--- src/rtl/assert_macros.svh ---
// Assertion macros shared by the RTL.
`ifndef ASSERT_MACROS_SVH
`define ASSERT_MACROS_SVH

// Property that must hold at every clock edge outside reset.
`define CBD_ASSERT(lbl, clk, rst_n, prop, msg) \
  lbl: assert property (@(posedge clk) disable iff (!rst_n) (prop)) else $error(msg);

// Antecedent in one cycle implies consequent in the next.
`define CBD_ASSERT_NEXT(lbl, clk, rst_n, ante, cons, msg) \
  lbl: assert property (@(posedge clk) disable iff (!rst_n) (ante) |=> (cons)) \
    else $error(msg);

`endif

--- src/rtl/cbd_pkg.sv ---
// Package: widths, result type and the minimum-power ROM.
`timescale 1ns / 1ps
`default_nettype none

package cbd_pkg;

  localparam int STEPS_DEFAULT = 22;
  localparam int STEPS_MAX     = 26;
  localparam int RESIDUE_W     = 22;
  localparam int ODD_W         = 5;
  localparam int AFF_W         = 57;
  localparam int HEIGHT_W      = 6;
  localparam int OFFSET_W      = 6;
  localparam int QMIN_ENTRIES  = 90;
  localparam int QIDX_W        = 7;
  localparam int T_W           = 8;

  localparam logic [OFFSET_W-1:0] OFFSET_RESET = 6'd61;
  localparam logic [HEIGHT_W-1:0] HEIGHT_MAX   = 6'd57;

  typedef struct packed {
    logic [ODD_W-1:0]    odd_steps;
    logic [AFF_W-1:0]    affine_constant;
    logic [HEIGHT_W-1:0] height;
  } res_t;

  // qmin[k] = least q with 3^q >= 2^k
  localparam logic [HEIGHT_W-1:0] QMIN_ROM [QMIN_ENTRIES] = '{
    6'd0,  6'd1,  6'd2,  6'd2,  6'd3,  6'd4,  6'd4,  6'd5,  6'd6,  6'd6,
    6'd7,  6'd7,  6'd8,  6'd9,  6'd9,  6'd10, 6'd11, 6'd11, 6'd12, 6'd12,
    6'd13, 6'd14, 6'd14, 6'd15, 6'd16, 6'd16, 6'd17, 6'd18, 6'd18, 6'd19,
    6'd19, 6'd20, 6'd21, 6'd21, 6'd22, 6'd23, 6'd23, 6'd24, 6'd24, 6'd25,
    6'd26, 6'd26, 6'd27, 6'd28, 6'd28, 6'd29, 6'd30, 6'd30, 6'd31, 6'd31,
    6'd32, 6'd33, 6'd33, 6'd34, 6'd35, 6'd35, 6'd36, 6'd36, 6'd37, 6'd38,
    6'd38, 6'd39, 6'd40, 6'd40, 6'd41, 6'd42, 6'd42, 6'd43, 6'd43, 6'd44,
    6'd45, 6'd45, 6'd46, 6'd47, 6'd47, 6'd48, 6'd48, 6'd49, 6'd50, 6'd50,
    6'd51, 6'd52, 6'd52, 6'd53, 6'd53, 6'd54, 6'd55, 6'd55, 6'd56, 6'd57
  };

  // Indexes past the table end read the last entry.
  function automatic logic [HEIGHT_W-1:0] qmin(input logic [QIDX_W-1:0] k);
    if (k >= QIDX_W'(QMIN_ENTRIES - 1)) begin
      return QMIN_ROM[QMIN_ENTRIES-1];
    end
    return QMIN_ROM[k];
  endfunction

endpackage

`default_nettype wire

--- src/rtl/cbd_if.sv ---
// Valid/ready channel interfaces: residue in, descriptor out, config write.
`timescale 1ns / 1ps
`default_nettype none

interface cbd_in_if;
  logic                           valid;
  logic                           ready;
  logic [cbd_pkg::RESIDUE_W-1:0]  residue;

  modport source (output valid, output residue, input ready);
  modport sink   (input valid, input residue, output ready);
endinterface

interface cbd_out_if;
  logic                           valid;
  logic                           ready;
  logic [cbd_pkg::ODD_W-1:0]      odd_steps;
  logic [cbd_pkg::AFF_W-1:0]      affine_constant;
  logic [cbd_pkg::HEIGHT_W-1:0]   height;

  modport source (output valid, output odd_steps, output affine_constant,
                  output height, input ready);
  modport sink   (input valid, input odd_steps, input affine_constant,
                  input height, output ready);
endinterface

interface cbd_cfg_if;
  logic                           valid;
  logic                           ready;
  logic [cbd_pkg::OFFSET_W-1:0]   height_offset;

  modport source (output valid, output height_offset, input ready);
  modport sink   (input valid, input height_offset, output ready);
endinterface

`default_nettype wire

--- src/rtl/cbd_cell.sv ---
// One step of the shortcut map, registered; cells are chained one per step.
`timescale 1ns / 1ps
`default_nettype none

module cbd_cell #(
  parameter int NW = 22,
  parameter int J  = 1
) (
  input  logic                          clk_i,
  input  logic                          rst_ni,
  input  logic                          en_i,
  input  logic                          valid_i,
  input  logic [NW-1:0]                 n_i,
  input  cbd_pkg::res_t                 acc_i,
  input  logic [cbd_pkg::OFFSET_W-1:0]  offset_i,
  output logic                          valid_o,
  output logic [NW-1:0]                 n_o,
  output cbd_pkg::res_t                 acc_o
);
  import cbd_pkg::*;

  localparam logic [AFF_W-1:0] POW2 = AFF_W'(64'd1 << (J - 1));

  logic                    odd;
  logic [NW+1:0]           n3;
  logic [NW-1:0]           n_d;
  res_t                    acc_d;
  logic [QIDX_W-1:0]       qidx;
  logic signed [T_W-1:0]   t;

  logic                    valid_q;
  logic [NW-1:0]           n_q;
  res_t                    acc_q;

  always_comb begin
    odd  = n_i[0];
    // only low bits matter for later parities, so n stays NW wide
    n3   = {2'b00, n_i} + {1'b0, n_i, 1'b0} + (NW+2)'(1);
    n_d  = odd ? n3[NW:1] : (n_i >> 1);

    acc_d.affine_constant = odd
      ? (acc_i.affine_constant + {acc_i.affine_constant[AFF_W-2:0], 1'b0} + POW2)
      : acc_i.affine_constant;
    acc_d.odd_steps = acc_i.odd_steps + ODD_W'(odd);

    qidx = QIDX_W'(offset_i) + QIDX_W'(J);
    t    = $signed({2'b00, qmin(qidx)}) - $signed({3'b000, acc_d.odd_steps});
    // first step's term is never negative, so a zero start is safe
    acc_d.height = (t > $signed({2'b00, acc_i.height})) ? t[HEIGHT_W-1:0]
                                                        : acc_i.height;
  end

  always_ff @(posedge clk_i or negedge rst_ni) begin
    if (!rst_ni) begin
      valid_q <= 1'b0;
    end else if (en_i) begin
      valid_q <= valid_i;
    end
  end

  always_ff @(posedge clk_i) begin
    if (en_i && valid_i) begin
      n_q   <= n_d;
      acc_q <= acc_d;
    end
  end

  assign valid_o = valid_q;
  assign n_o     = n_q;
  assign acc_o   = acc_q;

endmodule

`default_nettype wire

--- src/rtl/cbd_skid.sv ---
// Output register with skid stage; upstream ready depends on registers only.
`timescale 1ns / 1ps
`default_nettype none

module cbd_skid (
  input  logic           clk_i,
  input  logic           rst_ni,
  input  logic           valid_i,
  input  cbd_pkg::res_t  data_i,
  output logic           ready_o,
  cbd_out_if.source      out_o
);
  import cbd_pkg::*;

  logic  out_v_q, out_v_d;
  res_t  out_q, out_d;
  logic  skid_v_q, skid_v_d;
  res_t  skid_q, skid_d;
  logic  take;
  logic  drain;

  always_comb begin
    ready_o  = ~skid_v_q;
    take     = valid_i & ready_o;
    drain    = ~out_v_q | out_o.ready;
    out_v_d  = out_v_q;
    out_d    = out_q;
    skid_v_d = skid_v_q;
    skid_d   = skid_q;
    if (drain) begin
      if (skid_v_q) begin
        out_v_d  = 1'b1;
        out_d    = skid_q;
        skid_v_d = 1'b0;
      end else begin
        out_v_d = take;
        out_d   = data_i;
      end
    end else if (take) begin
      skid_v_d = 1'b1;
      skid_d   = data_i;
    end
  end

  always_ff @(posedge clk_i or negedge rst_ni) begin
    if (!rst_ni) begin
      out_v_q  <= 1'b0;
      skid_v_q <= 1'b0;
    end else begin
      out_v_q  <= out_v_d;
      skid_v_q <= skid_v_d;
    end
  end

  always_ff @(posedge clk_i) begin
    out_q  <= out_d;
    skid_q <= skid_d;
  end

  assign out_o.valid           = out_v_q;
  assign out_o.odd_steps       = out_q.odd_steps;
  assign out_o.affine_constant = out_q.affine_constant;
  assign out_o.height          = out_q.height;

endmodule

`default_nettype wire

--- src/rtl/collatz_block_descriptor_core.sv ---
// Top level: shortcut-Collatz residue descriptor, one cell per step.
// Takes one residue beat per clock unless the chain is stalled and returns
// one descriptor beat per residue: odd-step count s, affine constant c
// (2^STEPS * n_final = 3^s * u + c) and height h. A chain of STEPS cells
// does one map step each; a result passes through the STEPS cell registers
// and then the output register. A two-entry output buffer lets the chain
// keep moving while its skid entry is free; it stops only when both
// entries are full. height_offset (reset 61) must be written only while
// no beat is in flight; the config port is always ready.
`timescale 1ns / 1ps
`default_nettype none
`include "assert_macros.svh"

module collatz_block_descriptor_core #(
  parameter int STEPS = cbd_pkg::STEPS_DEFAULT
) (
  input  logic        clk_i,
  input  logic        rst_ni,
  cbd_cfg_if.sink     cfg_i,
  cbd_in_if.sink      in_i,
  cbd_out_if.source   out_o
);
  import cbd_pkg::*;

  logic [OFFSET_W-1:0] offset_q;
  logic                chain_en;

  logic            v_w   [STEPS+1];
  logic [STEPS-1:0] n_w  [STEPS+1];
  res_t            acc_w [STEPS+1];

  assign cfg_i.ready = 1'b1;

  always_ff @(posedge clk_i or negedge rst_ni) begin
    if (!rst_ni) begin
      offset_q <= OFFSET_RESET;
    end else if (cfg_i.valid) begin
      offset_q <= cfg_i.height_offset;
    end
  end

  assign in_i.ready = chain_en;
  assign v_w[0]     = in_i.valid;
  assign n_w[0]     = STEPS'(in_i.residue);
  assign acc_w[0]   = '0;

  for (genvar g = 0; g < STEPS; g++) begin : g_cell
    cbd_cell #(
      .NW (STEPS),
      .J  (g + 1)
    ) u_cell (
      .clk_i    (clk_i),
      .rst_ni   (rst_ni),
      .en_i     (chain_en),
      .valid_i  (v_w[g]),
      .n_i      (n_w[g]),
      .acc_i    (acc_w[g]),
      .offset_i (offset_q),
      .valid_o  (v_w[g+1]),
      .n_o      (n_w[g+1]),
      .acc_o    (acc_w[g+1])
    );
  end

  cbd_skid u_skid (
    .clk_i   (clk_i),
    .rst_ni  (rst_ni),
    .valid_i (v_w[STEPS]),
    .data_i  (acc_w[STEPS]),
    .ready_o (chain_en),
    .out_o   (out_o)
  );

  // a full skid entry implies the output register is also full
  `CBD_ASSERT(a_skid_behind_out, clk_i, rst_ni, chain_en || out_o.valid,
    "skid entry held with empty output register")
  `CBD_ASSERT_NEXT(a_first_cell_loads, clk_i, rst_ni, in_i.valid && in_i.ready,
    v_w[1], "accepted residue did not reach first cell")
  `CBD_ASSERT(a_odd_bound, clk_i, rst_ni,
    !out_o.valid || (32'(out_o.odd_steps) <= STEPS), "odd count above step count")
  `CBD_ASSERT(a_height_bound, clk_i, rst_ni,
    !out_o.valid || (out_o.height <= HEIGHT_MAX), "height above table maximum")

endmodule

`default_nettype wire
--- src/flat_wrapper.sv ---
// flat-port wrapper written by rule: the top's interface ports become plain ports
module collatz_block_descriptor_core_flat import cbd_pkg::*;
#(
  parameter int STEPS = cbd_pkg::STEPS_DEFAULT
)
  (clk_i, rst_ni, cfg_i_valid, cfg_i_height_offset, cfg_i_ready, in_i_valid, in_i_residue, in_i_ready, out_o_valid, out_o_odd_steps, out_o_affine_constant, out_o_height, out_o_ready);
  cbd_cfg_if cfg_i_i ();
  cbd_in_if in_i_i ();
  cbd_out_if out_o_i ();
  input  logic clk_i;
  input  logic rst_ni;
  input wire logic [$bits(cfg_i_i.valid)-1:0] cfg_i_valid;
  input wire logic [$bits(cfg_i_i.height_offset)-1:0] cfg_i_height_offset;
  output wire logic [$bits(cfg_i_i.ready)-1:0] cfg_i_ready;
  input wire logic [$bits(in_i_i.valid)-1:0] in_i_valid;
  input wire logic [$bits(in_i_i.residue)-1:0] in_i_residue;
  output wire logic [$bits(in_i_i.ready)-1:0] in_i_ready;
  output wire logic [$bits(out_o_i.valid)-1:0] out_o_valid;
  output wire logic [$bits(out_o_i.odd_steps)-1:0] out_o_odd_steps;
  output wire logic [$bits(out_o_i.affine_constant)-1:0] out_o_affine_constant;
  output wire logic [$bits(out_o_i.height)-1:0] out_o_height;
  input wire logic [$bits(out_o_i.ready)-1:0] out_o_ready;
  assign cfg_i_i.valid = cfg_i_valid;
  assign cfg_i_i.height_offset = cfg_i_height_offset;
  assign cfg_i_ready = cfg_i_i.ready;
  assign in_i_i.valid = in_i_valid;
  assign in_i_i.residue = in_i_residue;
  assign in_i_ready = in_i_i.ready;
  assign out_o_valid = out_o_i.valid;
  assign out_o_odd_steps = out_o_i.odd_steps;
  assign out_o_affine_constant = out_o_i.affine_constant;
  assign out_o_height = out_o_i.height;
  assign out_o_i.ready = out_o_ready;
  collatz_block_descriptor_core #(.STEPS(STEPS)) u_core (.clk_i(clk_i), .rst_ni(rst_ni), .cfg_i(cfg_i_i), .in_i(in_i_i), .out_o(out_o_i));
endmodule
--- config.mk ---
export PLATFORM = sky130hd
export DESIGN_NAME = collatz_block_descriptor_core_flat
export DESIGN_NICKNAME = d
export VERILOG_FILES = /design/src/rtl/cbd_pkg.sv /design/src/rtl/cbd_if.sv /design/src/rtl/cbd_cell.sv /design/src/rtl/cbd_skid.sv /design/src/rtl/collatz_block_descriptor_core.sv /design/src/flat_wrapper.sv
export VERILOG_INCLUDE_DIRS = /design/src /design/src/rtl
export SDC_FILE = /design/constraint.sdc
export NUM_CORES = 2
export LEC_CHECK = 0
export ABC_AREA = 1
export BUFFER_PORTS_ARGS = -buffer_cell sky130_fd_sc_hd__buf_2
export CAP_MARGIN = 5
export CELL_PAD_IN_SITES_DETAIL_PLACEMENT = 1
export CELL_PAD_IN_SITES_GLOBAL_PLACEMENT = 2
export CORE_ASPECT_RATIO = 0.9
export CORE_UTILIZATION = 36
export DETAILED_ROUTE_END_ITERATION = 6
export GPL_ROUTABILITY_DRIVEN = 0
export PLACE_DENSITY_LB_ADDON = 0.1
export RECOVER_POWER = 100
export SYNTH_ARGS = -nofsm -noshare
export SYNTH_HDL_FRONTEND = slang
export SYNTH_SLANG_ARGS = --single-unit
--- constraint.sdc ---
create_clock -name clk_i -period 5.62 [get_ports clk_i]
set_input_delay 0.562 -clock clk_i [delete_from_list [all_inputs] [get_ports clk_i]]
set_output_delay 0.562 -clock clk_i [all_outputs]
set_load 0.05 [all_outputs]
==> metrics.md <==
| Metric | Value |
|---|---|
| Result of the run | `finished with violations` |
| Violated checks | `max-capacitance violations, max-slew violations` |
| EDFF count, synth | `1054` |
| Inserted Clock Buffers | `147` |
| Relative max-transition margin | `-135%` |
| Class of the worst hold path | `in2reg` |
| Number of antenna-violating nets in the routed design | `0` |
| Estimated wirelength of the detail-placed design | `273 mm` |
| Post-synthesis instance area | `0.0984 mm2` |
| Total DRC errors in the routed layout | `0` |
| Die height | `498 um` |
| Number of buffer and inverter instances along the worst setup path | `5` |
| Main synth FF type | `sky130_fd_sc_hd__edfxtp_1` |
| Worst-skew pair later-pin latency | `0.85 ns` |
| Width of the die | `553 um` |
| I/O pins | `104` |
| Max Root-Sink Buffers | `4` |
| Number of hold violations in the final report | `0` |
| Critical-path cell with the highest stage delay | `sky130_fd_sc_hd__dfstp_1` |
| Clock tree from TritonCTS | `done` |
| Required time of the critical path | `6.17 ns` |
| GRT Overall Usage | `23.8%` |
| Cell seen most often among critical-path stages | `sky130_fd_sc_hd__o21ai_0` |
| Category of cells accounting for the largest share of critical-path delay | `compound AO/OA/AOI/OAI gates` |
| RSZ-0062 raised after global routing | `true` |
| Number of pins exceeding their max-slew limit in the final report | `1743` |
| F_max | `183 MHz` |
| Syn_area_per_cell | `7.88 um2` |
| Sinks on Clock Net | `1084` |
| Post-synth ARST share | `2.77%` |
| CTS HTree Levels | `4` |
| Leading cell types in the layout, fill and taps excluded | `2821 x sky130_fd_sc_hd__nand2_1, 1447 x sky130_fd_sc_hd__inv_1, 1424 x sky130_fd_sc_hd__ha_1` |
| Count of different cell masters after synthesis | `86` |
| Worst-path cell chain | `buf_4 > ha_2 > inv_1 > nand2_1 > o21ai_0 > o21ai_0 > nand2_1 > a32oi_1 > a211oi_1 > clkbuf_2 > ha_1 > fa_1 > buf_4 > xnor2_1 > ha_1 > nand2_1 > nor2_1 > a211oi_1 > o21ai_0 > a21o_1 > o311ai_1 > buf_4 > o21ai_0` |
| Standard cell core area | `0.271 mm2` |
| Sequential area share after synthesis | `32.9%` |
| Vias in the first global route | `91.5k` |
| Pre-Repair DR Iteration Count | `5` |
| Ratio of cells with drive above 1 in the final layout | `6.74%` |
| Row count | `181` |
| Register bit count reported by yosys | `1084` |
| CP Class | `reg2reg` |
| Post-detailed-routing wire length | `334 mm` |
| Largest stage delay on the critical path | `0.64 ns` |
| Crit path time final | `5.46 ns` |
| Crit path arrival time | `6.01 ns` |
| Port Buffers | `88` |
| Number of antenna violations at the first check in global routing | `10` |
| Maximum number of pins on one net before global-route repair | `59` |
| DIE AREA | `0.275 mm2` |
| Wire length of the first global-routing pass | `523 mm` |
| Final period util | `97.2%` |
| Synthesis-to-layout area growth | `11.5%` |
| Iteration-0 DRC count of the detailed router | `4552` |
| Worst-margin pin slew | `3.53 ns` |
| Routed via count | `87.8k` |
| Instance count of the mapped netlist | `12.5k` |
| Initial cell density of the core | `36.3%` |
| Cell Area, Placed | `0.105 mm2` |
| Critical path fanouts, max | `16` |
| # Max-Cap Violations | `48` |
| Kind of capture point of the worst setup path | `flop` |
| Final instance area | `0.110 mm2` |
| Via count normalized by instance count | `5.31` |
| Number of nets in the final layout | `14.4k` |
| Clock root buffer master | `sky130_fd_sc_hd__clkbuf_16` |
| Clk_skew | `0.0726 ns` |
| Clock-pin slew of the registers on the worst-case setup and hold paths | `0.07 ns` |
| Number of warnings reported in the yosys synthesis log | `0` |
| Commonest non-fill, non-tap cell in the layout | `sky130_fd_sc_hd__nand2_1` |
| Grt ovf | `0` |
| Startpoint class of the critical path | `flop` |
| Detailed-route wire length per cell | `20.2 um` |
| Number of setup violations in the final report | `0` |
==> sequential cells by signal, indices dropped and copies added (netlist names) <==
register                             cells
u_core.g_cell.u_cell.acc_o             715
u_core.g_cell.u_cell.n_o               231
u_core.g_cell.u_cell.valid_o            22
u_core.offset_q                          6
u_core.u_skid.out_o.affine_constant     43
u_core.u_skid.out_o.height               6
u_core.u_skid.out_o.odd_steps            5
u_core.u_skid.out_o.valid                1
u_core.u_skid.skid_q                    54
u_core.u_skid.skid_v_q                   1
==> what timing repair did <==
item / CTS / global route
gates resized for setup: 0 / 88
buffers inserted: 0 / 5
setup endpoints to repair: 0 / 114
hold buffers: 2 / 0
endpoints found under the hold margin: 26 / 0
==> tightest hold or removal path, stage by stage <==
cell and delay, ns:
sky130_fd_sc_hd__buf_2 0.10, sky130_fd_sc_hd__nand2_1 0.05, sky130_fd_sc_hd__o21ai_0 0.07
==> worst paths after layout <==
path / start / cells past startpoint / slack [ns] / to
min in group asynchronous: rst_ni / 3 / 1.58 / u_core.g_cell[16].u_cell.valid_o
max: u_core.offset_q[0] / 23 / 0.16 / u_core.g_cell[16].u_cell.acc_o[1]
max in group asynchronous: rst_ni / 3 / 1.99 / u_core.g_cell[11].u_cell.valid_o
min: in_i_residue[4] / 3 / 0.09 / u_core.g_cell[0].u_cell.n_o[3]
min reg2reg: u_core.g_cell[21].u_cell.acc_o[23] / 0 / 0.45 / u_core.u_skid.skid_q[23]
max reg2reg: u_core.offset_q[0] / 23 / 0.16 / u_core.g_cell[16].u_cell.acc_o[1]
==> area by class of cell <==
cell class / count / area, um2
Multi-Input combinational cell: 9647 / 59500
Fill cell: 32800 / 161000
Clock inverter: 75 / 619
Sequential cell: 1084 / 32400
Timing Repair Buffer: 478 / 3190
Antenna cell: 2 / 5.00
Tap cell: 3568 / 4460
Clock buffer: 177 / 3880
Inverter: 1489 / 5600
==> logic make-up after synthesis <==
| kind of cell | share of synthesized area, % |
|---|---|
| AO/OA/AOI/OAI | 16.4 |
| XOR/XNOR | 4.38 |
| adder cells (fa/ha/maj) | 19.4 |
| buffers and inverters | 6.90 |
| flip-flops | 32.9 |
| other | 0.00763 |
| AND/OR/NAND/NOR | 20.0 |
==> cells in the mapped netlist, types with 29 or more instances <==
| library cell | number | share of area (%) |
|---|---|---|
| sky130_fd_sc_hd__a21boi_0 | 29 | 0.22 |
| sky130_fd_sc_hd__a21oi_1 | 971 | 4.9 |
| sky130_fd_sc_hd__nand3_1 | 528 | 2.7 |
| sky130_fd_sc_hd__o211ai_1 | 62 | 0.47 |
| sky130_fd_sc_hd__nor2_1 | 955 | 3.6 |
| sky130_fd_sc_hd__edfxtp_1 | 1054 | 32 |
| sky130_fd_sc_hd__fa_1 | 60 | 1.2 |
| sky130_fd_sc_hd__or2_2 | 162 | 1.0 |
| sky130_fd_sc_hd__clkbuf_1 | 190 | 0.72 |
| sky130_fd_sc_hd__nand2_1 | 2821 | 11 |
| sky130_fd_sc_hd__o21ai_0 | 1214 | 6.2 |
| sky130_fd_sc_hd__inv_1 | 1447 | 5.5 |
| sky130_fd_sc_hd__ha_1 | 1433 | 18 |
| sky130_fd_sc_hd__a211oi_1 | 41 | 0.31 |
| sky130_fd_sc_hd__o31ai_1 | 40 | 0.31 |
| sky130_fd_sc_hd__a21o_1 | 59 | 0.45 |
| sky130_fd_sc_hd__xor2_1 | 278 | 2.5 |
| sky130_fd_sc_hd__nor3_1 | 106 | 0.54 |
| sky130_fd_sc_hd__o21bai_1 | 101 | 0.77 |
| sky130_fd_sc_hd__o21ai_1 | 44 | 0.22 |
| sky130_fd_sc_hd__o21a_1 | 36 | 0.27 |
| sky130_fd_sc_hd__buf_2 | 34 | 0.17 |
| sky130_fd_sc_hd__nand4_1 | 82 | 0.52 |
| sky130_fd_sc_hd__xnor2_1 | 192 | 1.7 |
| sky130_fd_sc_hd__a31oi_1 | 158 | 1.0 |
==> through the flow <==
step / util [%] / setup WS (ns) / cells / hold WS [ns] / TNS [ns]
2_1_floorplan: - / 0.0104 / 12500 / 0.266 / 0
3_3_place_gp: 38.9 / 0.196 / 16300 / 0.418 / 0
3_5_place_dp: 38.9 / 0.0409 / 16300 / 0.420 / 0
4_1_cts: 40.5 / 0.00926 / 16500 / 0.0141 / 0
5_1_grt: 40.5 / -0.0907 / 16500 / 0.0547 / -2.63
6_report: 40.5 / 0.156 / 16500 / 0.0905 / 0
==> routing by layer <==
metal,vias to the layer above,share of wire (%),GRT usage [%]
met2,1173,47,41.3
met3,421,3.1,2.34
met1,42700,47,31.6
met4,6,2.8,6.13
met5,-,0.014,0
li1,43500,-,-
Power is not shown: default switching activity piles up to over one toggle a cycle in this logic, so the estimate is an artifact.
